**src/hw/rtl/efi_pkg.sv**
```systemverilog
// Package for the escape-time fractal iteration block.
// Holds widths, fixed-point constants, register indexes, payload and config types.
// No dependencies.
package efi_pkg;

	localparam int FRAC_BITS = 20;
	localparam int MAX_POWER = 8;

	localparam int DATA_W  = 32;
	localparam int CNT_W   = 16;
	localparam int PWR_W   = 4;
	localparam int ADDR_W  = 5;
	localparam int MUL_W   = 36;
	localparam int PROD_W  = 2 * MUL_W;
	localparam int SH_W    = PROD_W - FRAC_BITS;
	localparam int SUM_W   = SH_W + 1;
	localparam int K_W     = $clog2(MAX_POWER + 1);

	// register indexes (word address)
	localparam logic [2:0] REG_JULIA_MODE = 3'd0;
	localparam logic [2:0] REG_MAX_ITER   = 3'd1;
	localparam logic [2:0] REG_POWER      = 3'd2;
	localparam logic [2:0] REG_CONST_RE   = 3'd3;
	localparam logic [2:0] REG_CONST_IM   = 3'd4;

	localparam logic [CNT_W-1:0] MAX_ITER_RST = CNT_W'(100);
	localparam logic [PWR_W-1:0] POWER_RST    = PWR_W'(2);

	// fixed-point constants
	localparam logic signed [DATA_W-1:0] TWO_FX  = DATA_W'(64'sd2 <<< FRAC_BITS);
	localparam logic signed [DATA_W-1:0] ONE_FX  = DATA_W'(64'sd1 <<< FRAC_BITS);
	localparam logic signed [DATA_W-1:0] QUARTER_FX = DATA_W'(64'sd1 <<< (FRAC_BITS - 2));
	localparam logic [PROD_W:0] BULB_LIM   = (PROD_W+1)'(1) << (2 * FRAC_BITS - 4);
	localparam logic [PROD_W:0] ESCAPE_LIM = (PROD_W+1)'(4) << (2 * FRAC_BITS);

	typedef struct packed {
		logic signed [DATA_W-1:0] point_re;
		logic signed [DATA_W-1:0] point_im;
	} point_t;

	typedef struct packed {
		logic             inside_res;
		logic [CNT_W-1:0] escape_count;
		logic             by_shortcut;
	} result_t;

	typedef struct packed {
		logic                     julia_mode;
		logic [CNT_W-1:0]         max_iterations;
		logic [PWR_W-1:0]         power;
		logic signed [DATA_W-1:0] julia_const_re;
		logic signed [DATA_W-1:0] julia_const_im;
	} cfg_t;

	// saturate a wide signed sum to 32 bits
	function automatic logic signed [DATA_W-1:0] sat32(input logic signed [SUM_W-1:0] v);
		logic signed [SUM_W-1:0] hi;
		logic signed [SUM_W-1:0] lo;
		hi = SUM_W'(64'sd2147483647);
		lo = -SUM_W'(64'sd2147483648);
		if (v > hi) return DATA_W'(hi);
		if (v < lo) return DATA_W'(lo);
		return v[DATA_W-1:0];
	endfunction

endpackage

```
**src/hw/rtl/efi_mul.sv**
```systemverilog
// Shared signed multiplier with registered product.
// Depends on efi_pkg for operand widths.
module efi_mul (
	input  logic                                  clk,
	input  logic signed [efi_pkg::MUL_W-1:0]      a,
	input  logic signed [efi_pkg::MUL_W-1:0]      b,
	output logic signed [efi_pkg::PROD_W-1:0]     prod_q
);

	always_ff @(posedge clk) begin
		prod_q <= a * b;
	end

endmodule

```
**config.mk**
```make
export PLATFORM = sky130hd
export DESIGN_NAME = efi_mul
export DESIGN_NICKNAME = d
export VERILOG_FILES = /design/src/hw/rtl/efi_pkg.sv /design/src/hw/rtl/efi_mul.sv
export SDC_FILE = /design/constraint.sdc
export NUM_CORES = 2
export LEC_CHECK = 0
export ABC_AREA = 1
export BUFFER_PORTS_ARGS = -buffer_cell sky130_fd_sc_hd__buf_4
export CAP_MARGIN = 20
export CORE_MARGIN = 5
export CORE_UTILIZATION = 30
export DETAILED_ROUTE_END_ITERATION = 6
export PLACE_DENSITY = 0.54
export SKIP_LAST_GASP = 1
export SLEW_MARGIN = 40
export SYNTH_ARGS = -nofsm -noshare
export SYNTH_HDL_FRONTEND = slang
export SYNTH_SLANG_ARGS = --single-unit
```
**constraint.sdc**
```tcl
create_clock -name clk -period 11.4 [get_ports clk]
set_input_delay 2.28 -clock clk [delete_from_list [all_inputs] [get_ports clk]]
set_output_delay 2.28 -clock clk [all_outputs]
set_load 0.01 [all_outputs]
```
Word level (Yosys, flattened, before mapping)
Index checks and enable logic that the tools add are counted.
{"block": "totals", "regBits": 72, "in_bits": 73, "out_inout_bits": 72, "elab_cells": 2}
{"block": "op_classes", "multipliers": 1}
{"cell": "multiplier 36 x 36 -> 72 bit", "count": 1}

Logic depth before layout (Yosys ltp)
{"block": "depth", "word_depth": 1, "depth_mapped": 34}

Worst setup path before layout
Ideal clock, no wire load.
{"block": "synth_path", "kind": "input -> register", "start": "in a[35] (netlist name)", "end": "reg prod_q[68] (netlist name)", "setup_ns": 0.112, "t_arrival_ns": 9.157, "required_time_ns": 11.288, "slack_ns": 2.131, "path_stages": 24, "n_path_buf": 2, "cell_sequence": "clkbuf_1 -> clkbuf_1 -> nand2_1 -> inv_1 -> fa_1 -> fa_1 -> fa_1 -> fa_1 -> inv_1 -> fa_1 -> fa_1 -> inv_1 -> fa_1 -> fa_1 -> ha_1 -> a21oi_1 -> nor2_1 -> or2_2 -> a21oi_1 -> nand2_1 -> a21oi_1 -> nand2_1 -> nand2_1 -> nand2_1"}
{"block": "synth_between", "elab_chain_len": 1}
{"item": "from (decl)", "line_no": "efi_mul.sv:5", "source": "input logic signed [efi_pkg::MUL_W-1:0] a,"}
{"item": "multiplier 36 x 36 -> 72 bit", "line_no": "efi_mul.sv:11", "source": "prod_q <= a * b;"}
{"item": "to (signal assigned)", "line_no": "efi_mul.sv:11"}
{"item": "to (decl)", "line_no": "efi_mul.sv:7", "source": "output logic signed [efi_pkg::PROD_W-1:0] prod_q"}
Every way passes these cells.

Worst setup path after layout
{"block": "layout_path", "start": "in a[35] (netlist name)", "end": "reg prod_q[51] (netlist name)"}
The elaborated chain is that of the path after synthesis.

==> results.yml <==
finish:
  layout.nets: 7788
  largest_register_ff_count: 72
  reg.largest.list: "prod_q: 72 flops"
  top_register: "prod_q"
  areaGrowthSynthToFinish_pct: 6.30
  fin_area_um2: 53000
  fin_cells: 8312
  drive_gt1_share_pct: 4.12
clock_tree:
  htree_levels: 3
  clk_pin_slew_ns: 0.07
  clock-sinks: 72
  cts_tree: "built"
  cts_setup_buffers: 0
  cts-root-buf: "clkbuf_16"
  cts_resized: 0
  holdBufCountCts: 0
  clock_path_buffers: 2
  cts_buffers: 9
placement:
  placed_cells: 8295
  gp_congestion: 0.952
  placed_area_um2: 52700
  io_buffers: 144
  dp_hpwl_mm: 127
die:
  rows: 149
  core-area_um2: 165000
  die_h_um: 418
  dieWidth_um: 418
  start_util_pct: 30.2
  boundaryPins: 145
  dieArea_um2: 174000
synthesis:
  synth_fa_ha_area_share_pct: 60.9
  synth_top_family_by_area: "adder cells"
  synth_edf_count: 0
  async_reset_ff_share_pct: 0
  synth_cell_type_count: 38
  ys_top_cells_by_count: "inv_1, nand2_1, fa_1"
  synth.most_common_cell: "inv_1"
  synth-xor-area-share_pct: 0.826
  syn_inst: 6236
  synth_top_area_share_pct: 55.4
  synthSimpleGateAreaFrac_pct: 15.8
  synth.area.mux_share_pct: 0
  synth_top_area_cell: "fa_1"
  synth_seq_cells: 72
  ys_seq_area_share_pct: 2.89
  ys_top_cells_by_area: "fa_1, inv_1, nand2_1"
  yosys_warnings: 0
  synth_compound_area_share_pct: 1.83
  ys.flop_type: "dfxtp_1"
  syn-num-nets: 7907
  mappedNetlistArea_um2: 49800
  avgSynthCellArea_um2: 7.99
sta:
  slew-limit-headroom_pct: 50.2
  finalSetupTns_ns: 0
  fmax_ghz: 0.102
  finalHoldViolations: 0
  setup_viol: 0
  slew_viol_final: 0
  tightest_slew_ns: 0.746
  rsz0062_at_grt: "no"
  layout_min_cycle_time_ns: 9.77
  fin_crit_sh_pct: 85.7
setup_path:
  crit_fanout: 36
  startpoint_type: "input pin"
  cp-end-kind: "flop"
  arrival_ns: 10.03
  required_ns: 11.65
  worst_path_largest_cell_delay_ns: 0.91
  cp_slowest_cell: "fa_1"
  crit_start: "a[35]"
  crit_type: "in2reg"
  crit_path_frequent_cell: "fa_1"
routing:
  vias_per_cell: 4.52
  vias: 37600
  wl_met1_mm: 62.4
  drtAntennaViolNets: 0
  drc: 0
  dr.max_layer_used: "met4"
  met2RoutedLength_mm: 76.6
  wl_per_cell_um: 18.1
  first_iter_violations: 2225
  wl_met3_mm: 8.11
  wl_mm: 151
  drt_pre_antenna_iters: 6
global_route:
  grt_pass1_wl_mm: 240
  antenna_found_initial: 2
  grt_pass1_vias: 41700
  grt_usage_pct: 17.6
  grt_max_degree: 37
  grt_overflow: 0
hold_path:
  min_path_type: "in2reg"
  min-delay-start: "a[0]"
outcome:
  outcome: "finished clean"
job:
  drv_cap: 0
==> final timing paths <==
check	to	slack (ns)	cells after the start
setup / recovery	prod_q[51]	1.63	25
hold / removal	prod_q[0]	2.42	3
==> layer usage <==
layer	up-vias	track usage, %
met4	0	3.64
met1	19600	22.9
li1	16700	-
met5	-	0
met2	1061	31.8
met3	208	1.89
==> critical path, delay by kind of cell <==
kind / cells / cell delay [ns]
buf+inv: 8 / 1.16
compound gates: 1 / 0.40
xor+xnor: 1 / 0.23
simple gates: 6 / 0.91
fa+ha+maj: 9 / 4.98
==> layout make-up <==
type	instances	area [um2]
clock inverters	6	51.3
well taps	2189	2740
fillers	17600	112000
multi-input cells	3816	39600
clock buffers	10	239
inverters	2061	7740
repair buffers	157	1180
diodes	1	2.50
flip-flops and latches	72	1440
==> per-stage QoR <==
| step | worst slack [ns] | hold WS (ns) | utilization (%) |
|---|---|---|---|
| 4_1_cts | 1.61 | 2.41 | 32.1 |
| 5_1_grt | 1.27 | 2.45 | 32.1 |
| 6_report | 1.63 | 2.42 | 32.1 |
| 3_5_place_dp | 1.25 | 2.67 | 31.9 |
| 2_1_floorplan | 2.13 | 2.58 | - |
| 3_3_place_gp | 1.28 | 2.68 | 31.9 |
==> logic make-up after synthesis <==
group                      count (synthesis)
AOI/OAI and AO/OA                        162
xor gates and xnor gates                  47
adders and majority gates               1598
buffers and inverters                   2348
DFF                                       72
and+or+nand+nor                         2009
==> layout by cell type, fill, tap and decap left out, drive strengths merged, types with 3 or more instances in the layout <==
cell type / count
inv: 2061
nand2: 1676
fa: 1379
ha: 219
nor2: 208
buf: 157
a21oi: 89
nand3: 77
dfxtp: 72
o21ai: 47
xor2: 40
o21bai: 18
nand4: 14
or2: 12
nor3: 12
clkbuf: 10
xnor2: 7
o21a: 4
nor4: 4
a21o: 3
nand3b: 3
clkinvlp: 3
clkinv: 3
Power is not shown: default switching activity piles up to over one toggle a cycle in this logic, so the estimate is an artifact.
