## config.mk

```make
export PLATFORM = sky130hd
export DESIGN_NAME = efi_cfg
export DESIGN_NICKNAME = d
export VERILOG_FILES = /design/src/hw/rtl/efi_pkg.sv /design/src/hw/rtl/efi_cfg.sv
export SDC_FILE = /design/constraint.sdc
export NUM_CORES = 1
export LEC_CHECK = 0
export BUFFER_PORTS_ARGS = -buffer_cell sky130_fd_sc_hd__clkbuf_2
export CORE_MARGIN = 4
export CORE_UTILIZATION = 25
export DETAILED_ROUTE_END_ITERATION = 8
export GPL_TIMING_DRIVEN = 0
export PLACE_DENSITY = 0.46
export SLEW_MARGIN = 10
export SYNTH_ARGS = -nofsm -noshare
export SYNTH_HDL_FRONTEND = slang
export SYNTH_SLANG_ARGS = --single-unit
```

## constraint.sdc

```tcl
create_clock -name clk -period 1.5 [get_ports clk]
set_input_delay 0.075 -clock clk [delete_from_list [all_inputs] [get_ports clk]]
set_output_delay 0.075 -clock clk [all_outputs]
set_load 0.05 [all_outputs]
```

## src/hw/rtl/efi_pkg.sv

```systemverilog
// Package for the escape-time fractal iteration block.
// Holds widths, fixed-point constants, register indexes, payload and config types.
// No dependencies.
package efi_pkg;

	localparam int FRAC_BITS = 20;
	localparam int MAX_POWER = 8;

	localparam int DATA_W  = 32;
	localparam int CNT_W   = 16;
	localparam int PWR_W   = 4;
	localparam int ADDR_W  = 5;
	localparam int MUL_W   = 36;
	localparam int PROD_W  = 2 * MUL_W;
	localparam int SH_W    = PROD_W - FRAC_BITS;
	localparam int SUM_W   = SH_W + 1;
	localparam int K_W     = $clog2(MAX_POWER + 1);

	// register indexes (word address)
	localparam logic [2:0] REG_JULIA_MODE = 3'd0;
	localparam logic [2:0] REG_MAX_ITER   = 3'd1;
	localparam logic [2:0] REG_POWER      = 3'd2;
	localparam logic [2:0] REG_CONST_RE   = 3'd3;
	localparam logic [2:0] REG_CONST_IM   = 3'd4;

	localparam logic [CNT_W-1:0] MAX_ITER_RST = CNT_W'(100);
	localparam logic [PWR_W-1:0] POWER_RST    = PWR_W'(2);

	// fixed-point constants
	localparam logic signed [DATA_W-1:0] TWO_FX  = DATA_W'(64'sd2 <<< FRAC_BITS);
	localparam logic signed [DATA_W-1:0] ONE_FX  = DATA_W'(64'sd1 <<< FRAC_BITS);
	localparam logic signed [DATA_W-1:0] QUARTER_FX = DATA_W'(64'sd1 <<< (FRAC_BITS - 2));
	localparam logic [PROD_W:0] BULB_LIM   = (PROD_W+1)'(1) << (2 * FRAC_BITS - 4);
	localparam logic [PROD_W:0] ESCAPE_LIM = (PROD_W+1)'(4) << (2 * FRAC_BITS);

	typedef struct packed {
		logic signed [DATA_W-1:0] point_re;
		logic signed [DATA_W-1:0] point_im;
	} point_t;

	typedef struct packed {
		logic             inside_res;
		logic [CNT_W-1:0] escape_count;
		logic             by_shortcut;
	} result_t;

	typedef struct packed {
		logic                     julia_mode;
		logic [CNT_W-1:0]         max_iterations;
		logic [PWR_W-1:0]         power;
		logic signed [DATA_W-1:0] julia_const_re;
		logic signed [DATA_W-1:0] julia_const_im;
	} cfg_t;

	// saturate a wide signed sum to 32 bits
	function automatic logic signed [DATA_W-1:0] sat32(input logic signed [SUM_W-1:0] v);
		logic signed [SUM_W-1:0] hi;
		logic signed [SUM_W-1:0] lo;
		hi = SUM_W'(64'sd2147483647);
		lo = -SUM_W'(64'sd2147483648);
		if (v > hi) return DATA_W'(hi);
		if (v < lo) return DATA_W'(lo);
		return v[DATA_W-1:0];
	endfunction

endpackage

```

## src/hw/rtl/efi_cfg.sv

```systemverilog
// APB-style configuration registers of the fractal iteration block.
// Depends on efi_pkg for register indexes and cfg_t.
module efi_cfg (
	input  logic                          clk,
	input  logic                          arst_n,
	input  logic                          psel,
	input  logic                          penable,
	input  logic                          pwrite,
	input  logic [efi_pkg::ADDR_W-1:0]    paddr,
	input  logic [efi_pkg::DATA_W-1:0]    pwdata,
	output logic [efi_pkg::DATA_W-1:0]    prdata,
	output logic                          pready,
	output efi_pkg::cfg_t                 cfg
);

	efi_pkg::cfg_t cfg_q;
	logic [2:0]    idx;
	logic          wr;

	assign idx    = paddr[4:2];
	assign wr     = psel && penable && pwrite;
	assign pready = 1'b1;
	assign cfg    = cfg_q;

	always_ff @(posedge clk or negedge arst_n) begin
		if (!arst_n) begin
			cfg_q.julia_mode     <= 1'b0;
			cfg_q.max_iterations <= efi_pkg::MAX_ITER_RST;
			cfg_q.power          <= efi_pkg::POWER_RST;
			cfg_q.julia_const_re <= '0;
			cfg_q.julia_const_im <= '0;
		end else if (wr) begin
			unique case (idx)
				efi_pkg::REG_JULIA_MODE: cfg_q.julia_mode     <= pwdata[0];
				efi_pkg::REG_MAX_ITER:   cfg_q.max_iterations <= pwdata[efi_pkg::CNT_W-1:0];
				efi_pkg::REG_POWER:      cfg_q.power          <= pwdata[efi_pkg::PWR_W-1:0];
				efi_pkg::REG_CONST_RE:   cfg_q.julia_const_re <= pwdata;
				efi_pkg::REG_CONST_IM:   cfg_q.julia_const_im <= pwdata;
				default: ;
			endcase
		end
	end

	always_comb begin
		unique case (idx)
			efi_pkg::REG_JULIA_MODE: prdata = {{(efi_pkg::DATA_W-1){1'b0}}, cfg_q.julia_mode};
			efi_pkg::REG_MAX_ITER:
				prdata = {{(efi_pkg::DATA_W-efi_pkg::CNT_W){1'b0}}, cfg_q.max_iterations};
			efi_pkg::REG_POWER:
				prdata = {{(efi_pkg::DATA_W-efi_pkg::PWR_W){1'b0}}, cfg_q.power};
			efi_pkg::REG_CONST_RE:   prdata = cfg_q.julia_const_re;
			efi_pkg::REG_CONST_IM:   prdata = cfg_q.julia_const_im;
			default:                 prdata = '0;
		endcase
	end

endmodule
```

# Yosys cells after proc, flatten, opt, wreduce, memory -nomap -nowiden
# Index checks and enable logic that the tools add are counted.
[op_classes] eq_ne=4 n_mux=1 reduce_logical=8
[op_table] op="$pmux W32 S5" n=1
[op_table] op="$reduce_and A2 Y1" n=5
[op_table] op="$eq A3 B2 Y1 const B" n=2
[op_table] op="$eq A3 B1 Y1 const B" n=1
[op_table] op="$eq A3 B3 Y1 const B" n=1
[op_table] op="$logic_not A3 Y1" n=1
[op_table] op="$logic_and A1 B1 Y1" n=2
[word_totals] reg_bits=85 elab_cells=18

# Depth between registers and ports, before layout
[depth] ltp_word=3 mapped_depth=5 depth_no_buf=3

# Least setup slack after synthesis
# OpenSTA, ideal clock, no wires.
[synth_path] path_type="reg-to-output" start="register cfg_q (netlist bit cfg[8])" end="output port prdata[8] (netlist bit)" t_arrival_ns=1.974 setup_slack_ns=-0.549 stages_incl_launch_ff=3 cell_sequence="dfrtp_1 inv_1 o32ai_1"
[synth_between] elab_chain_len=1
[synth_lines] element="start: declaration" line="efi_cfg.sv:16" source="efi_pkg::cfg_t cfg_q;"
[synth_lines] element="$pmux W32 S5" line="efi_cfg.sv:45" source="unique case (idx)"
[synth_lines] element="end: declaration" line="efi_cfg.sv:11" source="output logic [efi_pkg::DATA_W-1:0] prdata,"
# No other way between the ends.

# Worst setup path after layout
[layout_path] start="register cfg_q (netlist bit cfg[68])" end="output port prdata[0] (netlist bit)"
# Same word-level chain as after synthesis.

==> impl_metrics.env <==
export IMPL_outcome="finished clean"
export IMPL_first_global_vias=3297
export IMPL_syn_inst=257
export IMPL_clkLatencyLatePin_ps=340
export IMPL_critPathKind="reg -> out"
export IMPL_dieArea_sq_um=17290
export IMPL_ys_seq_elements=85
export IMPL_p_int_mw=5.029
export IMPL_clkTransAtPathRegs_ps=60
export IMPL_fill_cells=1459
export IMPL_clock_path_buffers=2
export IMPL_period_needed_ps=1487
export IMPL_grt_max_degree=47
export IMPL_clockRootBuffer="clkbuf_16"
export IMPL_num_rows=44
export IMPL_drt_total_wl_um=11710
export IMPL_yosysTopAreaCellShare=0.5317
export IMPL_synth_top_cell_by_area="dfrtp_1"
export IMPL_grt_pass1_wl_um=18950
export IMPL_worst_endpoint_arrival_ps=1410
export IMPL_yosysWarnings=0
export IMPL_finalMaxSlewViolations=0
export IMPL_drcViolationCount=0
export IMPL_ir_worst_vdd_v=0.001005
export IMPL_clock_power_share=0.257
export IMPL_dp_final_hpwl_um=8268
export IMPL_grtUsageTotal=0.1398
export IMPL_synth_top_flop_cell="dfrtp_1"
export IMPL_io_buffers=155
export IMPL_yosysMostFrequentCell="mux2_2"
export IMPL_synth_cell_type_count=27
export IMPL_synth_area_per_cell_sq_um=14.83
export IMPL_tightest_slew_ps=606.9
export IMPL_ioPinCount=160
export IMPL_gp_congestion=0.6810
export IMPL_synth_commonest_cells="mux2_2 (82), dfrtp_1 (81), mux2i_1 (17)"
export IMPL_antenna_cells=0
export IMPL_largest_register_ffs=85
export IMPL_seq_power_share=0.355
export IMPL_cts_buffers=9
export IMPL_final_setup_viol_count=0
export IMPL_first_iter_violations=49
export IMPL_num_nets_final=499
export IMPL_switching_share=0.4288
export IMPL_antenna_found_initial=0
export IMPL_core_area_sq_um=14750
export IMPL_htreeDepth=3
export IMPL_leakagePower_nw=2.801
export IMPL_cp_max_fo=3
export IMPL_grt_remaining_overflow=0
export IMPL_fin_worst_skew_ps=0
export IMPL_rsz0062_at_grt="true"
export IMPL_hold_ws_ps=19.66
export IMPL_fmax_mhz=672.5
export IMPL_start_util=0.2584
export IMPL_dieWidth_um=131.5
export IMPL_finalHoldViolCount=0
export IMPL_hold_class="in -> reg"
export IMPL_cp_num_buf_inv=1
export IMPL_power_density_nw_per_um2=1551
export IMPL_switchingPower_mw=3.776
export IMPL_crit_path_end_kind="output pin"
export IMPL_viasPerCell=4.582
export IMPL_drt_pass1_iterations=3
export IMPL_cp_start_kind="flip-flop"
export IMPL_layout_drive_gt1_share=0.6515
export IMPL_syn_area_sq_um=3812
export IMPL_antenna_left=0
export IMPL_p_comb_frac=0.388
export IMPL_syn_nets=299
export IMPL_dpl_cell_count=597
export IMPL_synthToLayoutAreaGrowth_pct=48.87
export IMPL_fp_dieH_um=131.5
export IMPL_fin_cells=646
export IMPL_cp_cell_sequence="mux2i_1 > nor3_2 > a211o_1 > buf_8"
export IMPL_synth_edf_count=0
export IMPL_max_slew_margin=0.5954
export IMPL_synth_area_leaders="dfrtp_1 (53%), mux2_2 (24%), mux2i_1 (4.5%)"
export IMPL_finalCritPeriodShare=0.9913
export IMPL_routedWlPerCell_um=18.12
export IMPL_tns_ps=0
export IMPL_max_cap_violations=0
export IMPL_async_flop_share=1.000
export IMPL_clock_sinks=85
export IMPL_vias=2960
export IMPL_totalPowerFinal_mw=8.805
export IMPL_synth_seq_area_share=0.5592
export IMPL_crit_required_ps=1420
export IMPL_cts_tree="built"
export IMPL_slowest_delay_ps=390
export IMPL_critical_path_slowest_cell="dfrtp_1"
export IMPL_cpLargestDelayFamily="flip-flops"
-- power by group through the flow --
stage	combinational [mW]	clock (mW)	sequential (mW)
after floorplan	0.917	0	4.70
after global placement	3.30	0	3.16
after detailed placement	3.33	0	3.17
after CTS	3.43	2.36	3.13
after global routing	3.58	2.45	3.20
final	3.42	2.26	3.12
-- timing repair --
item / in CTS / in global routing
hold buffers: 30 / 0
endpoints found under the setup margin: 32 / 27
buffers inserted: 3 / 0
endpoints found under the hold margin: 105 / 0
gates resized for setup: 16 / 49
pin swaps: 1 / 0
-- cell usage in the layout (no fill, tap or decap), types with 4 or more instances in the layout --
cell	synthesis	routed
dlygate4sd3_1	0	30
clkbuf_4	0	22
buf_4	10	18
mux2i_1	17	17
dfstp_2	4	4
dfrtp_1	81	81
clkbuf_16	0	9
o2bb2ai_2	0	11
clkbuf_2	0	124
buf_2	4	6
nor2_4	2	4
mux2_2	82	82
a22o_1	16	16
-- cell type report --
cell class	instances	area, sq um	share of cell area
tap	184	230.2	0.04056
timing repair buffer	189	1199	0.2112
multi-input combinational	154	1673	0.2948
sequential	85	2132	0.3757
inverter	2	7.507	0.001323
clock inverter	6	62.56	0.01102
buffer	16	132.6	0.02337
clock buffer	10	239.0	0.04211
-- through the flow --
| step | utilization | setup slack [ps] | area (sq um) |
|---|---|---|---|
| finish | 0.3847 | 13.04 | 5675 |
| global route | 0.3847 | -68.22 | 5675 |
| CTS | 0.3807 | 1.138 | 5617 |
| detailed placement | 0.3351 | -479.5 | 4943 |
| global placement | 0.3330 | -662.2 | 4913 |
| floorplan | - | -78.71 | 3908 |
-- worst reg2reg max path: cells and delay by family, from the launching register on --
| family | cells | cell delay [ps] |
|---|---|---|
| flops | 1 | 380 |
| mux | 1 | 250 |
| buf+inv | 1 | 140 |
-- worst paths after layout --
check / start / end / slack, ps / cells past startpoint
max: cfg[68]$_DFFE_PN0P_ / prdata[0] / 10 / 4
min: pwdata[7] / cfg[39]$_DFFE_PN0P_ / 20 / 2
max reg2reg: cfg[32]$_DFFE_PN0P_ / cfg[32]$_DFFE_PN0P_ / 620 / 2
min reg2reg: cfg[37]$_DFFE_PN0P_ / cfg[37]$_DFFE_PN0P_ / 510 / 1
max in group asynchronous: arst_n / cfg[65]$_DFFE_PN1P_ / 490 / 3
min in group asynchronous: arst_n / cfg[18]$_DFFE_PN0P_ / 300 / 2
-- logic make-up (layout without fill, tap and decap cells) --
group           count (synthesis)  in the layout  synth area share
compound gates                 35             35           0.07745
buf+inv                        18            223           0.03085
simple gates                   16             16           0.03578
mux                           102            102            0.2957
other cells                     1              1         0.0009836
flops                          85             85            0.5592
-- metal layers --
layer,wire length (um),up-vias,GRT usage
met5,0,-,0
met4,185,0,0.04609
met3,820,17,0.05275
met2,5600,103,0.2275
met1,5098,1487,0.1717
li1,-,1353,-
Power figures use the tool's default switching activity.
